`config.mk`:
```
export PLATFORM = sky130hd
export DESIGN_NAME = base64_encoder
export DESIGN_NICKNAME = d
export VERILOG_FILES = /design/src/rtl/b64enc_pkg.sv /design/src/rtl/b64enc_front.sv /design/src/rtl/b64enc_queue.sv /design/src/rtl/b64enc_back.sv /design/src/rtl/base64_encoder.sv
export VERILOG_INCLUDE_DIRS = /design/src /design/src/rtl
export SDC_FILE = /design/constraint.sdc
export NUM_CORES = 1
export LEC_CHECK = 0
export ABC_AREA = 1
export BUFFER_PORTS_ARGS = -buffer_cell sky130_fd_sc_hd__buf_2
export CAP_MARGIN = 20
export CORE_AREA = 5 5 91 93
export CTS_CLUSTER_DIAMETER = 120
export CTS_CLUSTER_SIZE = 30
export DETAILED_ROUTE_END_ITERATION = 6
export DIE_AREA = 0 0 96 98
export GPL_TIMING_DRIVEN = 0
export PLACE_DENSITY = 0.74
export SLEW_MARGIN = 20
export SYNTH_ARGS = -nofsm -noshare
export SYNTH_HDL_FRONTEND = slang
export SYNTH_SLANG_ARGS = --single-unit
export TNS_END_PERCENT = 1
```
`constraint.sdc`:
```
create_clock -name clk -period 3.6 [get_ports clk]
set_clock_uncertainty 0.05 [all_clocks]
set_input_delay 0.36 -clock clk [delete_from_list [all_inputs] [get_ports clk]]
set_output_delay 0.36 -clock clk [all_outputs]
set_load 0.05 [all_outputs]
```
`src/rtl/base64_encoder_macros.svh`:
```
// Assertion helpers for the base64 encoder.
// Both sample on clk and are switched off while arst_n is low.
`ifndef BASE64_ENCODER_MACROS_SVH
`define BASE64_ENCODER_MACROS_SVH

// Consequent must hold in the same cycle as the antecedent.
`define B64_ASSERT_SAME(label, ante, cons, msg) \
	label: assert property (@(posedge clk) disable iff (!arst_n) (ante) |-> (cons)) \
		else $error(msg);

// Consequent must hold in the cycle after the antecedent.
`define B64_ASSERT_NEXT(label, ante, cons, msg) \
	label: assert property (@(posedge clk) disable iff (!arst_n) (ante) |=> (cons)) \
		else $error(msg);

`endif

```
`src/rtl/b64enc_pkg.sv`:
```
package b64enc_pkg;

	// ASCII code of the '=' pad
	localparam logic [6:0] PAD_CHAR = 7'd61;

	// Position within the current input triple
	typedef enum logic [1:0] {
		PH0 = 2'd0,
		PH1 = 2'd1,
		PH2 = 2'd2
	} phase_t;

	// Characters produced by one input byte, in output order
	typedef struct packed {
		logic [3:0][6:0] chars;
		logic [1:0]      last_idx;
		logic            fin;
	} job_t;

	typedef struct packed {
		phase_t     phase;
		logic [5:0] leftover;
	} front_status_t;

	typedef struct packed {
		logic empty;
		logic full;
	} queue_status_t;

	// 6-bit group to its alphabet character (A-Z a-z 0-9 + /)
	function automatic logic [6:0] sym(input logic [5:0] idx);
		logic [6:0] wide;
		wide = {1'b0, idx};
		if (idx < 6'd26) begin
			sym = wide + 7'd65;
		end else if (idx < 6'd52) begin
			sym = wide + 7'd71;
		end else if (idx < 6'd62) begin
			sym = wide - 7'd4;
		end else if (idx == 6'd62) begin
			sym = 7'd43;
		end else begin
			sym = 7'd47;
		end
	endfunction

endpackage

```
`src/rtl/b64enc_front.sv`:
```
// Front end: tracks the triple phase and turns each accepted byte into a job
// holding all of its characters, flush and pads included.
module b64enc_front (
	input  logic                      clk,
	input  logic                      arst_n,
	input  logic                      accept,
	input  logic [7:0]                data_byte,
	input  logic                      final_byte,
	output b64enc_pkg::job_t          job,
	output b64enc_pkg::front_status_t status
);

	b64enc_pkg::phase_t phase_q;
	b64enc_pkg::phase_t ph_main;
	b64enc_pkg::phase_t phase_d;
	logic [5:0]         leftover_q;
	logic [5:0]         left_main;
	logic [5:0]         left_d;

	// Next phase and pending bits
	always_comb begin
		unique case (phase_q)
			b64enc_pkg::PH1: begin
				ph_main   = b64enc_pkg::PH2;
				left_main = {data_byte[3:0], 2'b00};
			end
			b64enc_pkg::PH2: begin
				ph_main   = b64enc_pkg::PH0;
				left_main = 6'd0;
			end
			default: begin
				ph_main   = b64enc_pkg::PH1;
				left_main = {data_byte[1:0], 4'b0000};
			end
		endcase
		phase_d = final_byte ? b64enc_pkg::PH0 : ph_main;
		left_d  = final_byte ? 6'd0 : left_main;
	end

	// Characters for this byte; unused slots default to pads
	always_comb begin
		job.chars = {4{b64enc_pkg::PAD_CHAR}};
		job.fin   = final_byte;
		unique case (phase_q)
			b64enc_pkg::PH1: begin
				job.chars[0] = b64enc_pkg::sym(leftover_q | {2'b00, data_byte[7:4]});
			end
			b64enc_pkg::PH2: begin
				job.chars[0] = b64enc_pkg::sym(leftover_q | {4'b0000, data_byte[7:6]});
			end
			default: begin
				job.chars[0] = b64enc_pkg::sym(data_byte[7:2]);
			end
		endcase
		if (phase_q == b64enc_pkg::PH2) begin
			job.chars[1] = b64enc_pkg::sym(data_byte[5:0]);
			job.last_idx = 2'd1;
		end else if (final_byte) begin
			// flush pending bits, then one or two pads
			job.chars[1] = b64enc_pkg::sym(left_main);
			job.last_idx = (ph_main == b64enc_pkg::PH1) ? 2'd3 : 2'd2;
		end else begin
			job.last_idx = 2'd0;
		end
	end

	always_ff @(posedge clk or negedge arst_n) begin
		if (!arst_n) begin
			phase_q    <= b64enc_pkg::PH0;
			leftover_q <= 6'd0;
		end else if (accept) begin
			phase_q    <= phase_d;
			leftover_q <= left_d;
		end
	end

	assign status.phase    = phase_q;
	assign status.leftover = leftover_q;

endmodule

```
`src/rtl/b64enc_queue.sv`:
```
// Short job queue between front and back end.
module b64enc_queue #(
	parameter int unsigned DEPTH = 2
) (
	input  logic                      clk,
	input  logic                      arst_n,
	input  logic                      push,
	input  b64enc_pkg::job_t          push_job,
	input  logic                      pop,
	output b64enc_pkg::job_t          head_job,
	output b64enc_pkg::queue_status_t status
);

	localparam int unsigned PW = (DEPTH > 1) ? $clog2(DEPTH) : 1;
	localparam int unsigned CW = $clog2(DEPTH + 1);

	b64enc_pkg::job_t mem_q [DEPTH];
	logic [PW-1:0]    wr_ptr_q;
	logic [PW-1:0]    rd_ptr_q;
	logic [CW-1:0]    count_q;

	// Entry storage
	always_ff @(posedge clk) begin
		if (push) begin
			mem_q[wr_ptr_q] <= push_job;
		end
	end

	// Pointers and fill count
	always_ff @(posedge clk or negedge arst_n) begin
		if (!arst_n) begin
			wr_ptr_q <= '0;
			rd_ptr_q <= '0;
			count_q  <= '0;
		end else begin
			if (push) begin
				wr_ptr_q <= (wr_ptr_q == PW'(DEPTH - 1)) ? '0 : wr_ptr_q + 1'b1;
			end
			if (pop) begin
				rd_ptr_q <= (rd_ptr_q == PW'(DEPTH - 1)) ? '0 : rd_ptr_q + 1'b1;
			end
			if (push && !pop) begin
				count_q <= count_q + 1'b1;
			end else if (pop && !push) begin
				count_q <= count_q - 1'b1;
			end
		end
	end

	assign head_job     = mem_q[rd_ptr_q];
	assign status.empty = (count_q == '0);
	assign status.full  = (count_q == CW'(DEPTH));

endmodule

```
`src/rtl/b64enc_back.sv`:
```
// Back end: head job to output register, one character per cycle unless stalled.
module b64enc_back (
	input  logic                      clk,
	input  logic                      arst_n,
	input  b64enc_pkg::job_t          head_job,
	input  b64enc_pkg::queue_status_t q_status,
	output logic                      pop,
	output logic                      out_valid,
	input  logic                      out_stall,
	output logic [6:0]                out_char,
	output logic                      run_last,
	output logic                      message_end
);

	logic [1:0] idx_q;
	logic       valid_q;
	logic       load;
	logic       take;
	logic       at_last;

	// Output register is free when empty or being taken
	assign load    = !valid_q || !out_stall;
	assign take    = load && !q_status.empty;
	assign at_last = (idx_q == head_job.last_idx);
	assign pop     = take && at_last;

	always_ff @(posedge clk or negedge arst_n) begin
		if (!arst_n) begin
			valid_q <= 1'b0;
			idx_q   <= 2'd0;
		end else begin
			if (load) begin
				valid_q <= !q_status.empty;
			end
			if (take) begin
				idx_q <= at_last ? 2'd0 : idx_q + 2'd1;
			end
		end
	end

	// Character payload
	always_ff @(posedge clk) begin
		if (take) begin
			out_char    <= head_job.chars[idx_q];
			run_last    <= at_last;
			message_end <= at_last && head_job.fin;
		end
	end

	assign out_valid = valid_q;

endmodule

```
`src/rtl/base64_encoder.sv`:
```
// Streaming base64 encoder (standard alphabet, '=' padded). One message byte
// enters per item with final_byte marking the last; each yields one character
// at the first and second byte of a triple, two at the third, and on the last
// byte the pending bits are flushed and pads added, up to four characters.
// run_last marks the last character of each byte, message_end the last of the
// message. Input is taken whenever the job queue (QUEUE_DEPTH entries) has
// room; the back end sends one character per cycle while out_stall is low, so
// a byte yields 1 to 4 characters (4 characters per 3 bytes in steady flow).
// The single output port sets the throughput. With the queue empty and the
// output free, the first character of a byte is written into the queue and
// then into the output register before it appears on the output.
`include "base64_encoder_macros.svh"

module base64_encoder #(
	parameter int unsigned QUEUE_DEPTH = 2
) (
	input  logic       clk,
	input  logic       arst_n,
	input  logic       in_valid,
	output logic       in_stall,
	input  logic [7:0] data_byte,
	input  logic       final_byte,
	output logic       out_valid,
	input  logic       out_stall,
	output logic [6:0] out_char,
	output logic       run_last,
	output logic       message_end
);

	b64enc_pkg::job_t          new_job;
	b64enc_pkg::job_t          head_job;
	b64enc_pkg::front_status_t f_status;
	b64enc_pkg::queue_status_t q_status;
	logic                      in_acc;
	logic                      pop;
	logic                      fin_acc;
	logic                      front_clear;

	assign in_stall = q_status.full;
	assign in_acc   = in_valid && !in_stall;

	b64enc_front u_front (
		.clk        (clk),
		.arst_n     (arst_n),
		.accept     (in_acc),
		.data_byte  (data_byte),
		.final_byte (final_byte),
		.job        (new_job),
		.status     (f_status)
	);

	b64enc_queue #(
		.DEPTH (QUEUE_DEPTH)
	) u_queue (
		.clk      (clk),
		.arst_n   (arst_n),
		.push     (in_acc),
		.push_job (new_job),
		.pop      (pop),
		.head_job (head_job),
		.status   (q_status)
	);

	b64enc_back u_back (
		.clk         (clk),
		.arst_n      (arst_n),
		.head_job    (head_job),
		.q_status    (q_status),
		.pop         (pop),
		.out_valid   (out_valid),
		.out_stall   (out_stall),
		.out_char    (out_char),
		.run_last    (run_last),
		.message_end (message_end)
	);

	// Last byte taken, and front state back at the start of a triple
	assign fin_acc     = in_acc && final_byte;
	assign front_clear = (f_status.phase == b64enc_pkg::PH0) && (f_status.leftover == 6'd0);

	`B64_ASSERT_SAME(a_end_is_run_last, out_valid && message_end, run_last, "end without run_last")
	`B64_ASSERT_SAME(a_no_pop_empty, pop, !q_status.empty, "job popped from empty queue")
	`B64_ASSERT_NEXT(a_final_resets, fin_acc, front_clear, "state not cleared after last byte")

endmodule
```
==> results.txt <==
Status - finished, final reports clean
Final worst path period share - 81.4%
Crit path time final - 2.93 ns
Fmax - 341 MHz
IO Port Bufs - 23
Dpl hpwl - 7680 µm
Die width - 96 µm
Cells after synthesis - 535
Avg Vias per Cell - 5.46
Least-Margin Pin Slew - 0.876 ns
Largest net degree at the start of global routing - 19
WP data required - 3.62 ns
DRT Wirelength - 10000 µm
H-tree lvl count - 2
Max Cap Viol - 0
Met1 usage - 30.2%
Hold Buf Count CTS - 1
Post-DP Area - 4550 µm²
Residual DRC - 0
GRT Total Usage - 22.3%
Mapped Avg Cell Area - 8.04 µm²
Unrepaired setup endpoints after global routing - false
P_leak - 2.08 nW
CTS tree - yes
Inst Count DP - 660
Slew Limit Fails - 0
Remaining global-route overflow - 0
Arrival @ worst endpoint - 2.95 ns
Critical R2R Launch - u_front.phase_q[0]
Worst setup slack after layout - 0.670 ns
CTS Buffer Depth - 2
GRT Max-Usage Layer - met2
Final weighted congestion in routability-driven placement - 0.910
Worst min path class - in -> reg
Die span in y - 98 µm
Layout area overhead - 8.55%
First-pass iteration count of the detailed router - 5
# IOs - 24
Layout Cells excl Fill - 669
Setup CP Type - reg -> reg
HP Start - out_stall
First-pass GRT wire length - 16800 µm
Post-synth EDFFs - 43
Resize count post-CTS - 0
Number of global-route vias before repair - 3537
Clk root buf - clkbuf_8
Initial Util - 57.8%
Post-synthesis sequential area ratio - 37.6%
CP Max Fanout - 10
Clock transition at path regs - 0.10 ns
CORE AREA - 7450 µm²
Endpoints failing hold - 0
Iter 0 DRT Violations - 276
Crit. End Element - flop
Share of post-route cells with drive strength above 1 - 15.7%
Post-route cell area - 4670 µm²
Peak VDD IR - 0.257 mV
Max_slew headroom - 41.5%
Ant diodes - 0
WL/cell - 15.0 µm
Die area - 9410 µm²
Post-layout util - 62.7%
Met2 Usage GRT - 37.5%
Fin Setup TNS - 0 ns
Worst Setup SP - u_front.phase_q[0]
FF+latch count, synth - 56
Net count after synthesis - 577
Vias post-DR - 3651
Worst slack, placed - 0.663 ns
Global Route met3 Usage - 2.08%
CTS Buf Count - 5
Filler Cell Count - 673
Synthesized area - 4300 µm²
Syn. warnings - 0
Final count of negative-setup-slack endpoints - 0
Yosys cell types - 47
PD cells - 723 nW/µm²
Worst setup SP type - flop
Clock Latency Late Sink - 0.31 ns
Rows - 32
Post-CTS Setup Repair Bufs - 0
Post-route ant nets - 0
Layout Nets - 608
Fraction of registers with async set/reset - 23.2%
Synth Flop Type - edfxtp_1
Initial antenna violation count - 0
Min Hold Slack - 0.216 ns
Clk sink count - 56
Total power - 3.38 mW
==> sequential cells by signal, indices dropped and copies added (netlist names), 2 cells and up <==
| signal | flops |
|---|---|
| u_back.idx_q | 2 |
| u_back.out_char | 7 |
| u_front.leftover_q | 4 |
| u_front.phase_q | 2 |
| u_queue.count_q | 2 |
| u_queue.mem_q | 34 |
==> power by group <==
group | leakage (nW) | switching [mW] | total, mW | internal [mW]
clock network | 0.0585 | 0.195 | 0.402 | 0.206
registers | 0.561 | 0.0873 | 1.14 | 1.05
logic | 1.46 | 1.29 | 1.84 | 0.548
==> worst paths after layout <==
kind / end / slack [ns] / cells after the start
worst min-delay path: u_back.out_valid / 0.22 / 3
max in group asynchronous: u_queue.rd_ptr_q / 2.87 / 2
worst min register to register: u_back.out_valid / 0.45 / 2
worst max register to register: u_queue.mem_q[1][16] / 0.67 / 16
min in group asynchronous: u_queue.wr_ptr_q / 0.41 / 2
worst max-delay path: u_queue.mem_q[1][16] / 0.67 / 16
==> cell usage after synthesis, types with 4 or more instances <==
master	count	area, µm²
o211ai_1	7	52.6
inv_1	48	180
inv_2	9	33.8
nand3_2	4	40.0
nand2_2	5	31.3
nand2_1	122	458
o22ai_1	6	37.5
o311ai_0	5	43.8
a21oi_1	30	150
nand3_1	47	235
nor2_1	52	195
buf_2	9	45.0
xor2_1	14	123
nor2_8	4	80.1
nand4_1	8	50.1
dfrtp_1	13	325
o21ai_0	39	195
edfxtp_1	43	1290
ha_1	28	350
==> worst max-delay path: stages (launching register included) <==
cell     delay, ns
dfrtp_1       0.40
inv_1         0.07
ha_1          0.29
buf_6         0.16
inv_6         0.05
nand2_8       0.08
nor2_2        0.05
a21oi_4       0.24
inv_2         0.07
nand3_2       0.09
inv_1         0.10
fa_1          0.42
nand2_1       0.10
a21oi_1       0.06
o21ai_0       0.16
nand2_1       0.07
o21ai_0       0.20
==> cells by family (layout without fill, tap and decap cells) <==
group,count (synthesis),count (layout),share of synthesized area [%]
AND/OR/NAND/NOR,254,254,28.1
buffers and inverters,80,112,8.69
AO/OA/AOI/OAI,100,100,13.8
adder cells (fa/ha/maj),29,29,8.61
XOR/XNOR,16,16,3.26
flip-flops,56,56,37.6
==> cells in the final DEF, fill, tap and decap left out, types with 3 or more instances in the layout <==
| cell | n |
|---|---|
| inv_4 | 4 |
| nand2_2 | 5 |
| nand3_1 | 47 |
| inv_1 | 48 |
| nor2_1 | 50 |
| nor2_8 | 4 |
| clkbuf_8 | 6 |
| o211ai_1 | 7 |
| xor2_1 | 14 |
| dfrtp_1 | 13 |
| buf_2 | 32 |
| edfxtp_1 | 43 |
| inv_2 | 9 |
| o21ai_1 | 3 |
| nand3_2 | 4 |
| a21oi_1 | 30 |
| buf_4 | 3 |
| ha_1 | 28 |
| nand2_1 | 122 |
| o21ai_0 | 39 |
| o311ai_0 | 5 |
| o22ai_1 | 6 |
| nand2_4 | 3 |
| nand4_1 | 8 |
| nor2_2 | 3 |
==> per-layer routing <==
metal	part of all wire, %	up-vias	routed length (µm)
met5	0	-	0
met4	1.3	0	134
met3	4.3	10	426
met2	49	106	4930
met1	45	1677	4520
li1	-	1858	-
==> cell type report <==
type | instances | area, µm² | area share (%)
Buffer | 16 | 109 | 2.33
Sequential cell | 56 | 1620 | 34.6
Inverter | 64 | 265 | 5.68
Multi-Input combinational cell | 399 | 2320 | 49.6
Tap cell | 102 | 128 | 2.73
Clock buffer | 5 | 68.8 | 1.47
Clock inverter | 3 | 41.3 | 0.884
Timing Repair Buffer | 24 | 125 | 2.68
No activity file was read; power rests on OpenSTA's default activity.
